**config.mk**
```make
export PLATFORM = sky130hd
export DESIGN_NAME = crn_ctrl
export DESIGN_NICKNAME = d
export VERILOG_FILES = /design/src/hdl/crn_pkg.sv /design/src/hdl/crn_ctrl.sv
export SDC_FILE = /design/constraint.sdc
export NUM_CORES = 1
export LEC_CHECK = 0
export BUFFER_PORTS_ARGS = -buffer_cell sky130_fd_sc_hd__buf_2
export CAP_MARGIN = 20
export CORE_AREA = 4 4 41 43
export CTS_BUF_LIST = sky130_fd_sc_hd__clkbuf_2 sky130_fd_sc_hd__clkbuf_4 sky130_fd_sc_hd__clkbuf_8
export CTS_CLUSTER_DIAMETER = 200
export DETAILED_ROUTE_END_ITERATION = 10
export DIE_AREA = 0 0 45 47
export PLACE_DENSITY = 0.74
export SLEW_MARGIN = 20
export SYNTH_ARGS = -nofsm -noshare
export SYNTH_HDL_FRONTEND = slang
export SYNTH_SLANG_ARGS = --single-unit
```
**constraint.sdc**
```tcl
create_clock -name clk_i -period 4.4 [get_ports clk_i]
set_input_delay 0.22 -clock clk_i [delete_from_list [all_inputs] [get_ports clk_i]]
set_output_delay 0.22 -clock clk_i [all_outputs]
set_load 0.005 [all_outputs]
```
**src/hdl/crn_pkg.sv**
```systemverilog
// Package for the per-channel RMS normalizer: request codes, status codes,
// controller states and the command/status structs. No dependencies.
`default_nettype none
package crn_pkg;

  typedef enum logic [1:0] {
    REQ_CLEAR    = 2'd0,
    REQ_ACCUM    = 2'd1,
    REQ_FINALIZE = 2'd2,
    REQ_NORM     = 2'd3
  } req_e;

  localparam logic [1:0] STAT_OK  = 2'd0;
  localparam logic [1:0] STAT_SAT = 2'd1;
  localparam logic [1:0] STAT_BAD = 2'd2;

  localparam logic [23:0] SCALE_ONE = 24'd256;
  localparam logic [23:0] SCALE_MAX = 24'hFFFFFF;

  localparam logic [0:0] REG_NUM_CH  = 1'b0;
  localparam logic [0:0] REG_SAMPLES = 1'b1;

  typedef enum logic [3:0] {
    ST_IDLE,
    ST_CLEAR,
    ST_ACC_RD,
    ST_ACC_WR,
    ST_NRM_RD,
    ST_NRM_DIV,
    ST_FIN_RD,
    ST_FIN_LD,
    ST_FIN_DIV,
    ST_FIN_ROOT,
    ST_FIN_SQRT,
    ST_FIN_WR,
    ST_DONE
  } state_e;

  typedef struct packed {
    logic clr_wr;
    logic acc_rd;
    logic acc_wr;
    logic nrm_rd;
    logic nrm_start;
    logic fin_rd;
    logic div_start;
    logic sqrt_start;
    logic fin_wr;
    logic idx_rst;
    logic idx_inc;
    logic capture;
    logic out_load;
  } crn_cmd_t;

  typedef struct packed {
    logic idx_last;
    logic fin_empty;
    logic bad_ch;
    logic busy_done;
  } crn_stat_t;

endpackage
`default_nettype wire

```
**src/hdl/crn_ctrl.sv**
```systemverilog
// Controller state machine of the RMS normalizer.
// Depends on crn_pkg; drives the datapath by command struct.
`default_nettype none
module crn_ctrl import crn_pkg::*; (
  input  logic      clk_i,
  input  logic      rst_ni,
  input  logic      in_go_i,
  input  req_e      req_i,
  input  logic      out_free_i,
  input  crn_stat_t st_i,
  output crn_cmd_t  cmd_o,
  output logic      idle_o
);

  state_e state_q, state_d;

  always_ff @(posedge clk_i or negedge rst_ni) begin
    if (!rst_ni) begin
      state_q <= ST_IDLE;
    end else begin
      state_q <= state_d;
    end
  end

  always_comb begin
    state_d = state_q;
    unique case (state_q)
      ST_IDLE: begin
        if (in_go_i) begin
          unique case (req_i)
            REQ_CLEAR:    state_d = ST_CLEAR;
            REQ_ACCUM:    state_d = ST_ACC_RD;
            REQ_FINALIZE: state_d = ST_FIN_RD;
            REQ_NORM:     state_d = ST_NRM_RD;
            default:      state_d = ST_IDLE;
          endcase
        end
      end
      ST_CLEAR:    if (st_i.idx_last) state_d = ST_DONE;
      ST_ACC_RD:   state_d = st_i.bad_ch ? ST_DONE : ST_ACC_WR;
      ST_ACC_WR:   state_d = ST_DONE;
      ST_NRM_RD:   state_d = st_i.bad_ch ? ST_DONE : ST_NRM_DIV;
      ST_NRM_DIV:  if (st_i.busy_done) state_d = ST_DONE;
      ST_FIN_RD:   state_d = st_i.fin_empty ? ST_DONE : ST_FIN_LD;
      ST_FIN_LD:   state_d = ST_FIN_DIV;
      ST_FIN_DIV:  if (st_i.busy_done) state_d = ST_FIN_ROOT;
      ST_FIN_ROOT: state_d = ST_FIN_SQRT;
      ST_FIN_SQRT: if (st_i.busy_done) state_d = ST_FIN_WR;
      ST_FIN_WR:   state_d = st_i.idx_last ? ST_DONE : ST_FIN_RD;
      ST_DONE:     if (out_free_i) state_d = ST_IDLE;
      default:     state_d = ST_IDLE;
    endcase
  end

  always_comb begin
    cmd_o  = '0;
    idle_o = 1'b0;
    unique case (state_q)
      ST_IDLE: begin
        idle_o        = 1'b1;
        cmd_o.capture = in_go_i;
        cmd_o.idx_rst = in_go_i;
      end
      ST_CLEAR: begin
        cmd_o.clr_wr  = 1'b1;
        cmd_o.idx_inc = 1'b1;
      end
      ST_ACC_RD:   cmd_o.acc_rd = 1'b1;
      ST_ACC_WR:   cmd_o.acc_wr = 1'b1;
      ST_NRM_RD: begin
        cmd_o.nrm_rd    = 1'b1;
        cmd_o.nrm_start = !st_i.bad_ch;
      end
      ST_NRM_DIV:  ;
      ST_FIN_RD:   cmd_o.fin_rd = 1'b1;
      ST_FIN_LD:   cmd_o.div_start = 1'b1;
      ST_FIN_DIV:  ;
      ST_FIN_ROOT: cmd_o.sqrt_start = 1'b1;
      ST_FIN_SQRT: ;
      ST_FIN_WR: begin
        cmd_o.fin_wr  = 1'b1;
        cmd_o.idx_inc = 1'b1;
      end
      ST_DONE:     cmd_o.out_load = out_free_i;
      default:     ;
    endcase
  end

endmodule
`default_nettype wire

```
==> summary.md <==
| Metric | Value |
|---|---|
| Largest reg by FF count | `state_q` |
| DRT Pass-1 Iters | `4` |
| Util after Layout | `54.2%` |
| Cells after synthesis | `81` |
| Max Cap Viol | `0` |
| Vias per inst | `5.34` |
| PD cells | `591 mW/mm²` |
| Critical Path, Cell by Cell | `or2_1 > nor3_1 > and2_1 > buf_2` |
| R2R Setup Slk | `2.61 ns` |
| Total GRT Usage | `14.0%` |
| Antenna-violating nets left | `0` |
| Worst EP arrival | `1.64 ns` |
| Clock tree root driver cell | `clkbuf_4` |
| Max reg flops | `4` |
| Setup CP Type | `flip-flop to output pin` |
| Max Freq | `538 MHz` |
| First-pass GRT wire length | `2.21 mm` |
| Routed WL per cell | `11.7 µm` |
| Most frequent cells in the layout | `buf_2, nor2_1, nand2_1` |
| Initial Util | `44.7%` |
| Clock Skew | `0.00116 ns` |
| Post-synth EDFFs | `0` |
| Pleak | `0.362 nW` |
| Final WS setup | `2.54 ns` |
| Vias | `619` |
| Main flop type after synthesis | `dfrtp_1` |
| Dpl hpwl | `1.07 mm` |
| Biggest cell delay along the critical path | `0.57 ns` |
| Post-synthesis sequential area ratio | `17.2%` |
| Async SR Flop Fraction | `100%` |
| Post-layout min period | `1.86 ns` |
| Crit. End Element | `output pin` |
| Tcrit/Tclk final | `42.2%` |
| Worst slack, placed | `2.60 ns` |
| Total power | `0.417 mW` |
| Seq cells post-synth | `4` |
| Mean area per synthesized cell | `7.18 µm²` |
| I/O pin total | `24` |
| CTS Buf Count | `3` |
| GPL Wtd Cong | `0.772` |
| Clk_lat worst skew | `0.23 ns` |
| CTS tree | `built` |
| Clk buf depth | `2` |
| Remaining global-route overflow | `0` |
| Die H | `47 µm` |
| Crit start category | `flip-flop` |
| Hold-fix buffers, CTS | `1` |
| Vias in the first global route | `524` |
| Worst-Margin Slew | `0.571 ns` |
| Post-synthesis cell type count | `36` |
| Fin. max-slew vios | `0` |
| Hold Vio Cnt, Final | `0` |
| Status | `completed` |
| Largest net degree at the start of global routing | `20` |
| Die ar. | `0.00212 mm²` |
| Sink Count | `4` |
| Critical path's slowest cell | `dfrtp_1` |
| Port Buffer Count | `23` |
| Setup violations, final | `0` |
| Placed cell area | `673 µm²` |
| Clock H-tree levels | `1` |
| YS warnings | `0` |
| Placed cells | `112` |
| Ant diodes | `0` |
| Cts repair resizes | `0` |
| Worst-path clk slew | `0.04 ns` |
| Share of post-route cells with drive strength above 1 | `27.7%` |
| RSZ-0062 raised after global routing | `no` |
| Tightest Hold Check Type | `input port to async pin` |
| CP required | `4.18 ns` |
| Commonest non-fill, non-tap cell in the layout | `buf_2` |
| Syn nets | `94` |
| Final setup TNS | `0 ns` |
| # DRC | `0` |
| Routed WL | `1.35 mm` |
| Fill cells | `133` |
| Core ar. | `0.00130 mm²` |
| NumNets Final | `116` |
| Die Width | `45 µm` |
| Maximum VDD drop | `0.000265 V` |
| Area Overhead vs Synth | `21.3%` |
| Initial antenna violation count | `0` |
| Post-CTS setup buffers | `0` |
| Fin cells | `116` |
| Synthesized area | `582 µm²` |
| Biggest regs | `state_q (4)` |
| Fin area | `706 µm²` |
| Row count | `13` |
| Slew margin rel. | `61.9%` |
| DRT iter0 DRCs | `11` |
| Min Hold Slack | `0.336 ns` |
| CP max FO | `19` |
cells in the mapped netlist (2+ instances only):
cell type	number	area, µm²
nor2_1	14	52.6
o21ai_1	3	15.0
nand2b_1	4	25.0
and3_1	2	12.5
nand2_1	7	26.3
nor2b_1	2	12.5
a21oi_1	2	10.0
ha_1	3	37.5
buf_4	3	22.5
nor4_1	2	12.5
buf_2	4	20.0
inv_1	4	15.0
nor3_1	5	25.0
dfrtp_1	4	100
logic make-up after synthesis:
group                    Yosys count  synth area share, %
buffers and inverters             11                 9.89
AO/OA/AOI/OAI                     16                 21.5
AND/OR/NAND/NOR                   43                 38.3
XOR/XNOR                           2                 3.01
multiplexers                       2                 3.66
adder cells (fa/ha/maj)            3                 6.45
flip-flops                         4                 17.2
path summary, 6_finish.rpt:
kind / start / end / cells past startpoint
worst min register to register: state_q[2] / state_q[1] / 2
min in group clk_i: st_i[0] / state_q[0] / 3
worst min-delay path: rst_ni / state_q[2] / 2
max in group asynchronous: rst_ni / state_q[3] / 2
worst max register to register: state_q[2] / state_q[3] / 4
worst max-delay path: state_q[2] / cmd_o[3] / 4
per-layer routing:
metal,GRT usage [%],up-vias,part of all wire [%]
met4,5.26,0,0
met1,17.4,281,45
met2,24.9,12,49
met3,1.53,0,5.3
met5,0,-,0
li1,-,326,-
final cells by class:
cell class              count  area [µm²]  share of cell area [%]
multi-input cells          66         424                    60.1
repair buffers             24         125                    17.7
well taps                  15        18.8                    2.66
flip-flops and latches      4         100                    14.2
clock buffers               3        22.5                    3.19
inverters                   4        15.0                    2.13
worst max-delay path, delay by kind of cell, from the launching register on:
kind,cells,cell delay [ns]
and+or+nand+nor,3,0.72
DFF,1,0.57
buffers and inverters,1,0.11
power by group:
group	leakage, nW	switching (mW)	internal, mW	total, mW
clock network	0.0138	0.0137	0.0304	0.0441
logic	0.299	0.119	0.125	0.244
registers	0.0495	0.0748	0.0537	0.128
total	0.362	0.208	0.209	0.417
No activity file was read; power rests on OpenSTA's default activity.
